--- config.mk ---
export PLATFORM = sky130hd
export DESIGN_NAME = channel_load_rate_selector_unit
export DESIGN_NICKNAME = d
export VERILOG_FILES = /design/src/clrs_pkg.sv /design/src/clrs_datapath.sv /design/src/clrs_controller.sv /design/src/channel_load_rate_selector_unit.sv
export SDC_FILE = /design/constraint.sdc
export NUM_CORES = 1
export LEC_CHECK = 0
export BUFFER_PORTS_ARGS = -buffer_cell sky130_fd_sc_hd__buf_4
export CORE_ASPECT_RATIO = 0.5
export CORE_MARGIN = 2
export CORE_UTILIZATION = 62
export CTS_BUF_LIST = sky130_fd_sc_hd__clkbuf_16
export CTS_CLUSTER_DIAMETER = 40
export DETAILED_ROUTE_END_ITERATION = 10
export HOLD_SLACK_MARGIN = 0.1
export PLACE_DENSITY = 0.8
export SLEW_MARGIN = 15
export SYNTH_ARGS = -nofsm -noshare
export SYNTH_HDL_FRONTEND = slang
export SYNTH_SLANG_ARGS = --single-unit
--- constraint.sdc ---
create_clock -name clock -period 6.9 [get_ports clock]
set_clock_uncertainty 0.15 [all_clocks]
set_input_delay 0.345 -clock clock [delete_from_list [all_inputs] [get_ports clock]]
set_output_delay 0.345 -clock clock [all_outputs]
set_load 0.005 [all_outputs]
--- src/clrs_pkg.sv ---
// shared types and constants of the channel load rate selector
package clrs_pkg;

   localparam int TIMER_BITS    = 20;
   localparam int FRACTION_BITS = 10;
   localparam int RATIO_BITS    = FRACTION_BITS + 1;
   localparam int REM_BITS      = TIMER_BITS + 1;
   localparam int STEP_BITS     = $clog2(RATIO_BITS);
   localparam int THRESH_BITS   = 11;
   localparam int TABLE_BITS    = 16;
   localparam int CODE_BITS     = 4;
   localparam int DEC_BITS      = 3;
   localparam int INDEX_BITS    = 3;
   localparam int REQ_DATA_BITS = 8;
   localparam int RSP_DATA_BITS = 32;

   localparam logic [STEP_BITS-1:0] LAST_STEP = STEP_BITS'(RATIO_BITS - 1);

   localparam logic [TIMER_BITS-1:0]  MEAS_INT_RESET = TIMER_BITS'(1000);
   localparam logic [TIMER_BITS-1:0]  DEC_INT_RESET  = TIMER_BITS'(1000);
   localparam logic [THRESH_BITS-1:0] LOAD_HIGH_RESET = THRESH_BITS'(614);
   localparam logic [THRESH_BITS-1:0] LOAD_REF_RESET  = THRESH_BITS'(410);
   localparam logic [THRESH_BITS-1:0] LOAD_LOW_RESET  = THRESH_BITS'(154);

   typedef enum logic [INDEX_BITS-1:0] {
      REG_MEASURE_INTERVAL  = 3'd0,
      REG_DECISION_INTERVAL = 3'd1,
      REG_LOAD_HIGH         = 3'd2,
      REG_LOAD_REF          = 3'd3,
      REG_LOAD_LOW          = 3'd4,
      REG_MCS_TABLE         = 3'd5
   } reg_index_type;

   typedef enum logic [DEC_BITS-1:0] {
      DEC_NONE      = 3'd0,
      DEC_HIGH      = 3'd1,
      DEC_MEDIUM    = 3'd2,
      DEC_LOW       = 3'd3,
      DEC_VERY_LOW  = 3'd4
   } decision_type;

   typedef enum logic [1:0] {
      ST_READY  = 2'd0,
      ST_DIVIDE = 2'd1,
      ST_DECIDE = 2'd2
   } state_type;

   // controller to datapath
   typedef struct packed {
      logic tick;
      logic div_step;
      logic win_push;
      logic out_load;
   } cmd_type;

   // datapath to controller
   typedef struct packed {
      logic meas_fire;
      logic dec_fire;
      logic filled;
      logic out_full;
   } status_type;

endpackage

--- src/clrs_datapath.sv ---
// datapath: config registers, timers, busy counter, ratio divider, window and result register
module clrs_datapath
   import clrs_pkg::*;
(
   input  logic                     clock,
   input  logic                     reset,
   input  cmd_type                  cmd,
   output status_type               sts,
   input  logic                     channel_busy,
   input  logic                     csr_write,
   input  logic [INDEX_BITS-1:0]    csr_index,
   input  logic [TIMER_BITS-1:0]    csr_data,
   input  logic                     rsp_take,
   output logic                     rsp_valid,
   output logic [DEC_BITS-1:0]      rsp_decision,
   output logic [CODE_BITS-1:0]     rsp_mcs_code,
   output logic [RATIO_BITS-1:0]    rsp_load_min,
   output logic [RATIO_BITS-1:0]    rsp_load_max
);

   logic [TIMER_BITS-1:0]  meas_int_ff, meas_int_in;
   logic [TIMER_BITS-1:0]  dec_int_ff, dec_int_in;
   logic [THRESH_BITS-1:0] load_high_ff, load_high_in;
   logic [THRESH_BITS-1:0] load_ref_ff, load_ref_in;
   logic [THRESH_BITS-1:0] load_low_ff, load_low_in;
   logic [TABLE_BITS-1:0]  mcs_table_ff, mcs_table_in;

   logic [TIMER_BITS-1:0]  busy_ff, busy_in;
   logic [TIMER_BITS-1:0]  mtimer_ff, mtimer_in;
   logic [TIMER_BITS-1:0]  dtimer_ff, dtimer_in;
   logic [RATIO_BITS-1:0]  ratio_ff, ratio_in;
   logic                   filled_ff, filled_in;

   logic [REM_BITS-1:0]    div_rem_ff, div_rem_in;
   logic [TIMER_BITS-1:0]  div_den_ff, div_den_in;
   logic [RATIO_BITS-1:0]  div_quo_ff, div_quo_in;

   logic                   out_valid_ff, out_valid_in;
   logic [DEC_BITS-1:0]    out_dec_ff, out_dec_in;
   logic [CODE_BITS-1:0]   out_code_ff, out_code_in;
   logic [RATIO_BITS-1:0]  out_ratio_ff, out_ratio_in;

   logic [TIMER_BITS-1:0]  busy_inc, mt_inc, dt_inc, meas_lim, dec_lim, elapsed;
   logic                   meas_fire, dec_fire;
   logic [REM_BITS-1:0]    den_ext, rem_diff, rem_after;
   logic                   q_bit;
   logic [RATIO_BITS-1:0]  quo_next;
   logic [THRESH_BITS-1:0] win_min, win_max;
   decision_type           dec_sel;
   logic [CODE_BITS-1:0]   code_sel;

   // timers and interval events
   always_comb begin
      busy_inc  = busy_ff + TIMER_BITS'(channel_busy);
      mt_inc    = mtimer_ff + TIMER_BITS'(1);
      dt_inc    = dtimer_ff + TIMER_BITS'(1);
      meas_lim  = (meas_int_ff == '0) ? TIMER_BITS'(1) : meas_int_ff;
      dec_lim   = (dec_int_ff == '0) ? TIMER_BITS'(1) : dec_int_ff;
      meas_fire = (mt_inc >= meas_lim) || (mt_inc == '0);
      dec_fire  = (dt_inc >= dec_lim) || (dt_inc == '0);
      elapsed   = (mt_inc == '0) ? TIMER_BITS'(1) : mt_inc;
   end

   // one quotient bit per step, restoring division
   always_comb begin
      den_ext   = {1'b0, div_den_ff};
      q_bit     = div_rem_ff >= den_ext;
      rem_diff  = div_rem_ff - den_ext;
      rem_after = q_bit ? rem_diff : div_rem_ff;
      quo_next  = {div_quo_ff[RATIO_BITS-2:0], q_bit};
   end

   // load level rules on the window extremes
   always_comb begin
      win_min  = ratio_ff;
      win_max  = ratio_ff;
      dec_sel  = DEC_NONE;
      code_sel = '0;
      priority if (win_min >= load_high_ff) begin
         dec_sel  = DEC_HIGH;
         code_sel = mcs_table_ff[15:12];
      end else if (win_max < load_high_ff && win_min >= load_ref_ff) begin
         dec_sel  = DEC_MEDIUM;
         code_sel = mcs_table_ff[11:8];
      end else if (win_max < load_ref_ff && win_min >= load_low_ff) begin
         dec_sel  = DEC_LOW;
         code_sel = mcs_table_ff[3:0];
      end else if (win_max < load_ref_ff) begin
         dec_sel  = DEC_VERY_LOW;
         code_sel = mcs_table_ff[7:4];
      end
   end

   always_comb begin
      meas_int_in  = meas_int_ff;
      dec_int_in   = dec_int_ff;
      load_high_in = load_high_ff;
      load_ref_in  = load_ref_ff;
      load_low_in  = load_low_ff;
      mcs_table_in = mcs_table_ff;
      if (csr_write) begin
         unique case (csr_index)
            REG_MEASURE_INTERVAL:  meas_int_in  = csr_data;
            REG_DECISION_INTERVAL: dec_int_in   = csr_data;
            REG_LOAD_HIGH:         load_high_in = csr_data[THRESH_BITS-1:0];
            REG_LOAD_REF:          load_ref_in  = csr_data[THRESH_BITS-1:0];
            REG_LOAD_LOW:          load_low_in  = csr_data[THRESH_BITS-1:0];
            REG_MCS_TABLE:         mcs_table_in = csr_data[TABLE_BITS-1:0];
            default: ;
         endcase
      end
   end

   always_comb begin
      busy_in    = busy_ff;
      mtimer_in  = mtimer_ff;
      dtimer_in  = dtimer_ff;
      div_rem_in = div_rem_ff;
      div_den_in = div_den_ff;
      div_quo_in = div_quo_ff;
      ratio_in   = ratio_ff;
      filled_in  = filled_ff;
      if (cmd.tick) begin
         busy_in   = meas_fire ? '0 : busy_inc;
         mtimer_in = meas_fire ? '0 : mt_inc;
         dtimer_in = dec_fire ? '0 : dt_inc;
         if (meas_fire) begin
            div_rem_in = {1'b0, busy_inc};
            div_den_in = elapsed;
            div_quo_in = '0;
         end
      end
      if (cmd.div_step) begin
         div_rem_in = {rem_after[REM_BITS-2:0], 1'b0};
         div_quo_in = quo_next;
      end
      if (cmd.win_push) begin
         ratio_in  = quo_next;
         filled_in = 1'b1;
      end
   end

   always_comb begin
      out_valid_in = out_valid_ff;
      out_dec_in   = out_dec_ff;
      out_code_in  = out_code_ff;
      out_ratio_in = out_ratio_ff;
      if (rsp_take) begin
         out_valid_in = 1'b0;
      end
      if (cmd.out_load) begin
         out_valid_in = 1'b1;
         out_dec_in   = dec_sel;
         out_code_in  = code_sel;
         out_ratio_in = ratio_ff;
      end
   end

   always_ff @(posedge clock) begin
      if (reset) begin
         meas_int_ff  <= MEAS_INT_RESET;
         dec_int_ff   <= DEC_INT_RESET;
         load_high_ff <= LOAD_HIGH_RESET;
         load_ref_ff  <= LOAD_REF_RESET;
         load_low_ff  <= LOAD_LOW_RESET;
         mcs_table_ff <= '0;
         busy_ff      <= '0;
         mtimer_ff    <= '0;
         dtimer_ff    <= '0;
         ratio_ff     <= '0;
         filled_ff    <= 1'b0;
         out_valid_ff <= 1'b0;
      end else begin
         meas_int_ff  <= meas_int_in;
         dec_int_ff   <= dec_int_in;
         load_high_ff <= load_high_in;
         load_ref_ff  <= load_ref_in;
         load_low_ff  <= load_low_in;
         mcs_table_ff <= mcs_table_in;
         busy_ff      <= busy_in;
         mtimer_ff    <= mtimer_in;
         dtimer_ff    <= dtimer_in;
         ratio_ff     <= ratio_in;
         filled_ff    <= filled_in;
         out_valid_ff <= out_valid_in;
      end
   end

   always_ff @(posedge clock) begin
      div_rem_ff   <= div_rem_in;
      div_den_ff   <= div_den_in;
      div_quo_ff   <= div_quo_in;
      out_dec_ff   <= out_dec_in;
      out_code_ff  <= out_code_in;
      out_ratio_ff <= out_ratio_in;
   end

   always_comb begin
      sts.meas_fire = meas_fire;
      sts.dec_fire  = dec_fire;
      sts.filled    = filled_ff;
      sts.out_full  = out_valid_ff;
   end

   assign rsp_valid    = out_valid_ff;
   assign rsp_decision = out_dec_ff;
   assign rsp_mcs_code = out_code_ff;
   assign rsp_load_min = out_ratio_ff;
   assign rsp_load_max = out_ratio_ff;

   // the ratio never exceeds one whole
   assert property (@(posedge clock) disable iff (reset)
      cmd.win_push |=> ratio_ff <= RATIO_BITS'(1 << FRACTION_BITS))
      else $error("busy ratio above full scale");

   // busy ticks never outrun elapsed ticks
   assert property (@(posedge clock) disable iff (reset) busy_ff <= mtimer_ff)
      else $error("busy count exceeds measure timer");

   // no word is presented before the first ratio sample
   assert property (@(posedge clock) disable iff (reset) out_valid_ff |-> filled_ff)
      else $error("result without window sample");

endmodule

--- src/clrs_controller.sv ---
// controller: tick acceptance, divider sequencing and result hand-off
module clrs_controller
   import clrs_pkg::*;
(
   input  logic       clock,
   input  logic       reset,
   input  logic       req_valid,
   output logic       req_ready,
   input  status_type sts,
   output cmd_type    cmd
);

   state_type             state_ff, state_in;
   logic [STEP_BITS-1:0]  step_ff, step_in;
   logic                  pend_ff, pend_in;

   always_ff @(posedge clock) begin
      if (reset) begin
         state_ff <= ST_READY;
         step_ff  <= '0;
         pend_ff  <= 1'b0;
      end else begin
         state_ff <= state_in;
         step_ff  <= step_in;
         pend_ff  <= pend_in;
      end
   end

   always_comb begin
      state_in     = state_ff;
      step_in      = step_ff;
      pend_in      = pend_ff;
      req_ready    = 1'b0;
      cmd.tick     = 1'b0;
      cmd.div_step = 1'b0;
      cmd.win_push = 1'b0;
      cmd.out_load = 1'b0;
      unique case (state_ff)
         ST_READY: begin
            // a decision that needs the result register waits for it to drain
            req_ready = !(sts.dec_fire && !sts.meas_fire && sts.out_full);
            if (req_valid && req_ready) begin
               cmd.tick = 1'b1;
               if (sts.meas_fire) begin
                  state_in = ST_DIVIDE;
                  step_in  = '0;
                  pend_in  = sts.dec_fire;
               end else if (sts.dec_fire && sts.filled) begin
                  cmd.out_load = 1'b1;
               end
            end
         end
         ST_DIVIDE: begin
            cmd.div_step = 1'b1;
            step_in      = step_ff + STEP_BITS'(1);
            if (step_ff == LAST_STEP) begin
               cmd.win_push = 1'b1;
               step_in      = '0;
               state_in     = pend_ff ? ST_DECIDE : ST_READY;
            end
         end
         ST_DECIDE: begin
            if (!sts.out_full) begin
               cmd.out_load = 1'b1;
               pend_in      = 1'b0;
               state_in     = ST_READY;
            end
         end
         default: state_in = ST_READY;
      endcase
   end

   // the result register is only loaded when empty
   assert property (@(posedge clock) disable iff (reset) cmd.out_load |-> !sts.out_full)
      else $error("result overwritten");

   // a tick closing a measurement starts the divider
   assert property (@(posedge clock) disable iff (reset)
      cmd.tick && sts.meas_fire |=> state_ff == ST_DIVIDE && step_ff == '0)
      else $error("divider not started");

   // a window push ends the divide sequence
   assert property (@(posedge clock) disable iff (reset)
      cmd.win_push |=> state_ff == ST_READY || state_ff == ST_DECIDE)
      else $error("divide sequence did not end");

endmodule

--- src/channel_load_rate_selector_unit.sv ---
// top level of the channel load rate selector
// One tick is taken per cycle. A tick that closes a measure interval starts
// a restoring divider (one quotient bit per cycle) that turns the busy count
// into a ratio in 1/1024 units, and no tick is taken until it has finished;
// when it also closes a decision interval, the result word is written after
// the divide. Once a ratio exists, a tick that closes a decision interval
// writes one result word into the output register; while that register
// still holds an untaken word, such a tick, or the write after a divide, waits.
// Configuration writes are taken every cycle and are meant for when the
// block is idle.
module channel_load_rate_selector_unit
   import clrs_pkg::*;
(
   input  logic                      clock,
   input  logic                      reset,
   input  logic                      req_tvalid,
   output logic                      req_tready,
   input  logic [REQ_DATA_BITS-1:0]  req_tdata,  // channel_busy
   output logic                      rsp_tvalid,
   input  logic                      rsp_tready,
   // decision[2:0], mcs_code[6:3], load_min[17:7], load_max[28:18], zeros above
   output logic [RSP_DATA_BITS-1:0]  rsp_tdata,
   input  logic                      csr_valid,
   output logic                      csr_ready,
   input  logic [INDEX_BITS-1:0]     csr_index,
   input  logic [TIMER_BITS-1:0]     csr_data
);

   cmd_type               cmd;
   status_type            sts;
   logic [DEC_BITS-1:0]   rsp_decision;
   logic [CODE_BITS-1:0]  rsp_mcs_code;
   logic [RATIO_BITS-1:0] rsp_load_min, rsp_load_max;

   assign csr_ready = 1'b1;

   clrs_controller u_ctrl (
      .clock     (clock),
      .reset     (reset),
      .req_valid (req_tvalid),
      .req_ready (req_tready),
      .sts       (sts),
      .cmd       (cmd)
   );

   clrs_datapath u_dp (
      .clock        (clock),
      .reset        (reset),
      .cmd          (cmd),
      .sts          (sts),
      .channel_busy (req_tdata[0]),
      .csr_write    (csr_valid && csr_ready),
      .csr_index    (csr_index),
      .csr_data     (csr_data),
      .rsp_take     (rsp_tvalid && rsp_tready),
      .rsp_valid    (rsp_tvalid),
      .rsp_decision (rsp_decision),
      .rsp_mcs_code (rsp_mcs_code),
      .rsp_load_min (rsp_load_min),
      .rsp_load_max (rsp_load_max)
   );

   assign rsp_tdata = {3'b000, rsp_load_max, rsp_load_min, rsp_mcs_code, rsp_decision};

endmodule

; After elaboration in Yosys (flattened, before gate mapping)
; Cells that the tools add are included.
[classes]
n_lt_le_gt_ge = 8
mux = 45
n_reduce_logical = 34
n_addsub = 5
eq_ne = 12
[op_table]
columns = cell, count
row1 = two-way mux 20 bit, 6
row2 = zero test 20 bit, 4
row3 = two-way mux 21 bit, 3
row4 = "adder 20 x 1 -> 20 bit, second input constant", 2
row5 = greater-or-equal comparator 20 bit, 2
row6 = greater-or-equal comparator 11 bit, 3
row7 = two-way mux 10 bit, 3
row8 = two-way mux 4 bit, 7
row9 = less-than comparator 11 bit, 2
row10 = greater-or-equal comparator 21 x 20 -> 1 bit, 1
row11 = adder 20 x 1 -> 20 bit, 1
row12 = subtractor 20 bit, 1
row13 = two-way mux 2 bit, 8
row14 = AND reduction 2 bit, 8
row15 = two-way mux 1 bit, 13
row16 = nonzero test 2 bit, 5
row17 = case mux 4 bit (2 select lines), 1
row18 = AND reduction 4 bit, 2
row19 = logical AND 1 bit, 7
row20 = "== test 3 x 2 -> 1 bit, second input constant", 2
row21 = "== test 3 bit, second input constant", 2
row22 = "inequality test 2 x 1 -> 1 bit, second input constant", 3
row23 = case mux 2 bit (3 select lines), 1
row24 = "adder 4 x 1 -> 4 bit, second input constant", 1
row25 = other kinds (13), 16
[totals]
regBits = 238
output_inout_bits = 35
wordCells = 127
inputBits = 36

; Depth between registers and ports, before layout
[logic_depth]
word_depth = 13
ltp_mapped = 17
ltp_nobuf = 14

; Cells and area by module
; Synthesis repeated with hierarchy kept, for this count alone.
[unflattened]
hier_cells = 1648
area_unflattened_um2 = 14241.2
[modules_own_cells]
columns = module, cells_each, area_per_inst_um2, seq_area_each_um2, n_inst
row1 = clrs_datapath, 1587, 13790.7, 5305.1, 1
row2 = clrs_controller, 54, 406.6, 140.1, 1
row3 = channel_load_rate_selector_unit, 7, 43.8, 0.0, 1

; Worst setup path after synthesis
; OpenSTA, ideal clock, no wires.
[synth_path]
path_kind = register to register
start = register u_dp.mtimer_ff[0]
end = register u_dp.out_dec_ff[0] (netlist: u_dp.rsp_decision[0]), enable pin
path_slack_ns = 1.698
stages_incl_launch_ff = 15
arrival_ns = 4.631
setup_time_ns = 0.421
required_ns = 6.329
path_buffers = 2
cell_sequence = dfxtp_1 > clkbuf_2 > and4_1 > nand3_2 > nor4_1 > or2_2 > ha_1 > a21oi_1 > nor2_1 > a2111oi_0 > a32oi_1 > clkbuf_1 > nor2_4 > nand4_1 > a21boi_0
[synth_lines]
columns = item, line_no
row1 = "start, declared", clrs_datapath.sv:29  ; logic [TIMER_BITS-1:0] mtimer_ff, mtimer_in;
row2 = "start signal, assigned", clrs_datapath.sv:181  ; mtimer_ff <= mtimer_in;
row3 = "end signal, assigned", clrs_datapath.sv:193  ; out_dec_ff <= out_dec_in;
row4 = "end, declared", clrs_datapath.sv:39  ; logic [DEC_BITS-1:0] out_dec_ff, out_dec_in;

; Final worst setup path
[layout_path]
start = register u_dp.mtimer_ff[0]
end = output req_tready
[layout_via]
elab_chain_cells = 8
elab_cells_between_ends = 9
[layout_rtl]
columns = item, line_no
row1 = adder 20 x 1 -> 20 bit (*), clrs_datapath.sv:55  ; mt_inc = mtimer_ff + TIMER_BITS'(1);
row2 = net u_dp.mt_inc[14], clrs_datapath.sv:43  ; logic [TIMER_BITS-1:0] busy_inc, mt_inc, dt_inc, meas_lim, dec_lim, elapsed;
row3 = greater-or-equal comparator 20 bit or zero test 20 bit (tied branches), clrs_datapath.sv:59  ; meas_fire = (mt_inc >= meas_lim) || (mt_inc == '0);
row4 = logical OR 1 bit (*), clrs_datapath.sv:59
row5 = zero test 1 bit (*), clrs_controller.sv:41  ; req_ready = !(sts.dec_fire && !sts.meas_fire && sts.out_full);
row6 = logical AND 1 bit (*) (2 in series), clrs_controller.sv:41
row7 = zero test 1 bit (*), clrs_controller.sv:41
row8 = two-way mux 1 bit (*), clrs_controller.sv:38  ; unique case (state_ff)
row9 = "end, declared", channel_load_rate_selector_unit.sv:17  ; output logic req_tready,
; Mark *: on every way through the listed nets, which the timed path passes. The rest lies on a longest branch.

==> impl_metrics.toml <==
[logic_synthesis]
synthDistinctLibCells = 90
yosys.area.top_type_share_pct = 24.0
most_numerous_cell_types_in_the_synthesized_netlist = "nand2_1 (234), dfxtp_1 (170), a21oi_1 (130), inv_1 (106), ha_1 (101)"
ys_async_sr_fraction_pct = 0
synth-simple-area-share_pct = 19.7
synth_flop_cell = "dfxtp_1"
synthesis.area_um2 = 14200
yosys_register_bits = 238
synth-edff-count = 68
syn_warnings = 0
largest_family_of_logic_cells_by_synthesized_area = "simple AND/OR/NAND/NOR gates"
synth-compound-area-share_pct = 19.2
synth.area.top_cells = "dfxtp_1 (24%), edfxtp_1 (14%), ha_1 (8.9%)"
synth_xor_area_share_pct = 5.25
synthDominantAreaCellType = "dfxtp_1"
post_synthesis_mux_area_share_pct = 1.57
synth_most_common_cell = "nand2_1"
synth-seq-area-share_pct = 38.4
synthAdderAreaFrac_pct = 9.06
syn_area_per_cell_um2 = 8.77
synthesized_netlist_cell_count = 1615

[critical_path]
timing.critical_path.required_ns = 6.40
critical_path.max_fanout = 46
crit-reg2reg-launch = "u_dp.mtimer_ff[0]"
worst-endpoint-arrival_ns = 5.43
cp-end-kind = "output port"
worst-r2r-setup-slack_ns = 1.51
worstSetupStartpointType = "flop"
ff2ff_path_depth = 14
worstSetupPathType = "flop to output port"
reg2reg_to = "u_dp.busy_ff[3]"

[layout]
drive_above_1_share_pct = 9.53
area_growth_syn_to_layout_pct = 9.54
ant_diodes = 0
postLayoutCoreUtil_pct = 68.5
finish.cell_count_without_fillers = 1955
layout.filler_cells = 1742
final_design_area_no_fill_um2 = 15500
layout.nets = 1769

[timing]
timing_worst_slew_pin_value_ns = 1.17
share_of_the_clock_period_used_by_the_worst_path_after_layout_pct = 85.8
timing_hold_violations_final = 0
finalMaxSlewViolations = 0
final.setup.worst_slack_ns = 0.978
setup_violations = 0
tns_ns = 0
normalized_max_slew_margin_pct = 22.0
rsz0062_at_grt = "no"
max_freq_ghz = 0.169
period_needed_ns = 5.92

[clock_network]
clkLatencyLatePin_ns = 0.52
clk_transition_reported_paths_ns = 0.06
cts_buffers = 24
cts.root.buffer_cell = "clkbuf_16"
postCtsSetupBuffers = 0
cts-root-to-sink-buffers = 3
clock_sinks = 238
htree_num_levels = 1
cts_resized = 0
tritoncts = "done"

[routing]
remaining_drc_errors = 0
drt_wl_total_mm = 37.4
detailroute.wirelength.met3_mm = 2.99
routedWlPerCell_um = 19.1
m1WireLength_mm = 16.1
detail-route-antenna-nets = 0
drt_iter0_drc = 1140
detail_route.first_pass.iterations = 6
routed_via_density = 6.33
top_signal_layer_used = "met4"
wl_met2_mm = 17.2
num_vias = 12400

[pwr]
power_density_nw_per_um2 = 188
p_leak_nw = 6.53
max-vdd-ir-drop_v = 0.000173

[flow_run]
max-cap-violations = 0

[global_routing]
grt_antenna_before_repair = 0
grt.overflow.total = 0
grt_max_degree = 78
first_global_vias = 11900
groute.usage.overall_pct = 30.5
grt_first_pass_wirelength_mm = 60.1

[floorplanning]
die_w_um = 218
rows = 39
dieArea_um2 = 24200
core-area_um2 = 22600
initial_utilization_pct = 62.6
die_height_um = 111
i_o_pins = 71

[worst_hold_path]
worst_hold_startpoint = "reset"
hold_path.class = "input port to flop"
worst_hold_path.endpoint = "u_dp.filled_ff"
hold_depth = 2

[place]
dpl.cell_count = 1889
dpl.hpwl_mm = 26.0
placedInstanceArea_um2 = 14600
place_ws_ns = 1.68
io_buffers = 59
finalWeightedCongestion = 0.883

[run_status]
outcome = "finished clean"
state kept, by name, summed over array words and instances (netlist names), 16 cells and up:
register	count
u_dp.meas_int_ff	20
u_dp.mtimer_ff	20
u_dp.div_rem_ff	21
u_dp.dec_int_ff	20
u_dp.busy_ff	20
u_dp.mcs_table_ff	16
u_dp.dtimer_ff	20
u_dp.div_den_ff	20
layout by cell type, fill, tap and decap left out, types with 39 or more instances in the layout:
master and count:
a21oi_1 130, buf_4 72, dfxtp_1 170, edfxtp_1 68, ha_1 101, inv_1 109, nand2_1 234, nand3_1 53
nor2_1 67, o21ai_0 46, xnor2_1 46, xor2_1 39
area by class of cell:
type                            count  area (um^2)  share of cell area (%)
Clock buffer                       25          626                    4.03
Clock inverter                     18          110                   0.709
Inverter                          107          402                    2.59
Multi-Input combinational cell   1165         7780                    50.1
Sequential cell                   238         5450                    35.1
Tap cell                          307          384                    2.48
Timing Repair Buffer               95          771                    4.97
how the worst max path moves through the flow:
stage               cells after the start  slack, ns                    to         startpoint
finish                                 14       0.98            req_tready  u_dp.mtimer_ff[0]
global route                           14       0.53            req_tready  u_dp.mtimer_ff[0]
CTS                                    14       1.08            req_tready  u_dp.mtimer_ff[0]
detailed placement                     14       1.68            req_tready  u_dp.mtimer_ff[0]
global placement                       14       1.86            req_tready  u_dp.mtimer_ff[0]
floorplan                              14       1.70  u_dp.rsp_decision[0]  u_dp.mtimer_ff[0]
routing by layer:
| metal | track usage (%) | vias up |
|---|---|---|
| met5 | 0 | - |
| met1 | 41.0 | 5898 |
| li1 | - | 5854 |
| met3 | 5.38 | 99 |
| met4 | 9.30 | 0 |
| met2 | 50.4 | 528 |
cell families after synthesis:
group / Yosys count
mux: 22
simple gates: 552
fa+ha+maj: 102
other cells: 2
flops: 238
xor+xnor: 85
buf+inv: 214
compound gates: 400
metrics by stage:
stage,hold WS (ns),total power (W)
finish,0.144,0.00292
global route,0.141,0.00300
CTS,0.122,0.00293
detailed placement,0.291,0.00170
global placement,0.289,0.00169
floorplan,0.258,0.00163
worst max-delay path, stage by stage (launching register included):
cell	delay (ns)
dfxtp_1	0.55
ha_1	0.47
nand3_4	0.21
nor3_1	0.40
nand4_1	0.22
xnor2_1	0.31
ha_1	0.30
nand2_1	0.07
o21ai_0	0.12
a2111oi_0	0.57
a32o_1	0.40
o2111a_1	0.53
buf_4	0.50
nor3_1	0.08
buf_4	0.15
report_power, final:
group	internal [W]	leakage, nW	switching (W)
registers	0.00146	1.98	0.0000192
clock network	0.000665	0.381	0.000568
logic	0.0000766	4.17	0.000134
timing repair:
action                                  in CTS  in global routing
hold buffers                                23                  0
endpoints found under the setup margin       0                  0
hold endpoints to repair                    92                  0
Note: power is estimated with default switching activity, not from simulation.
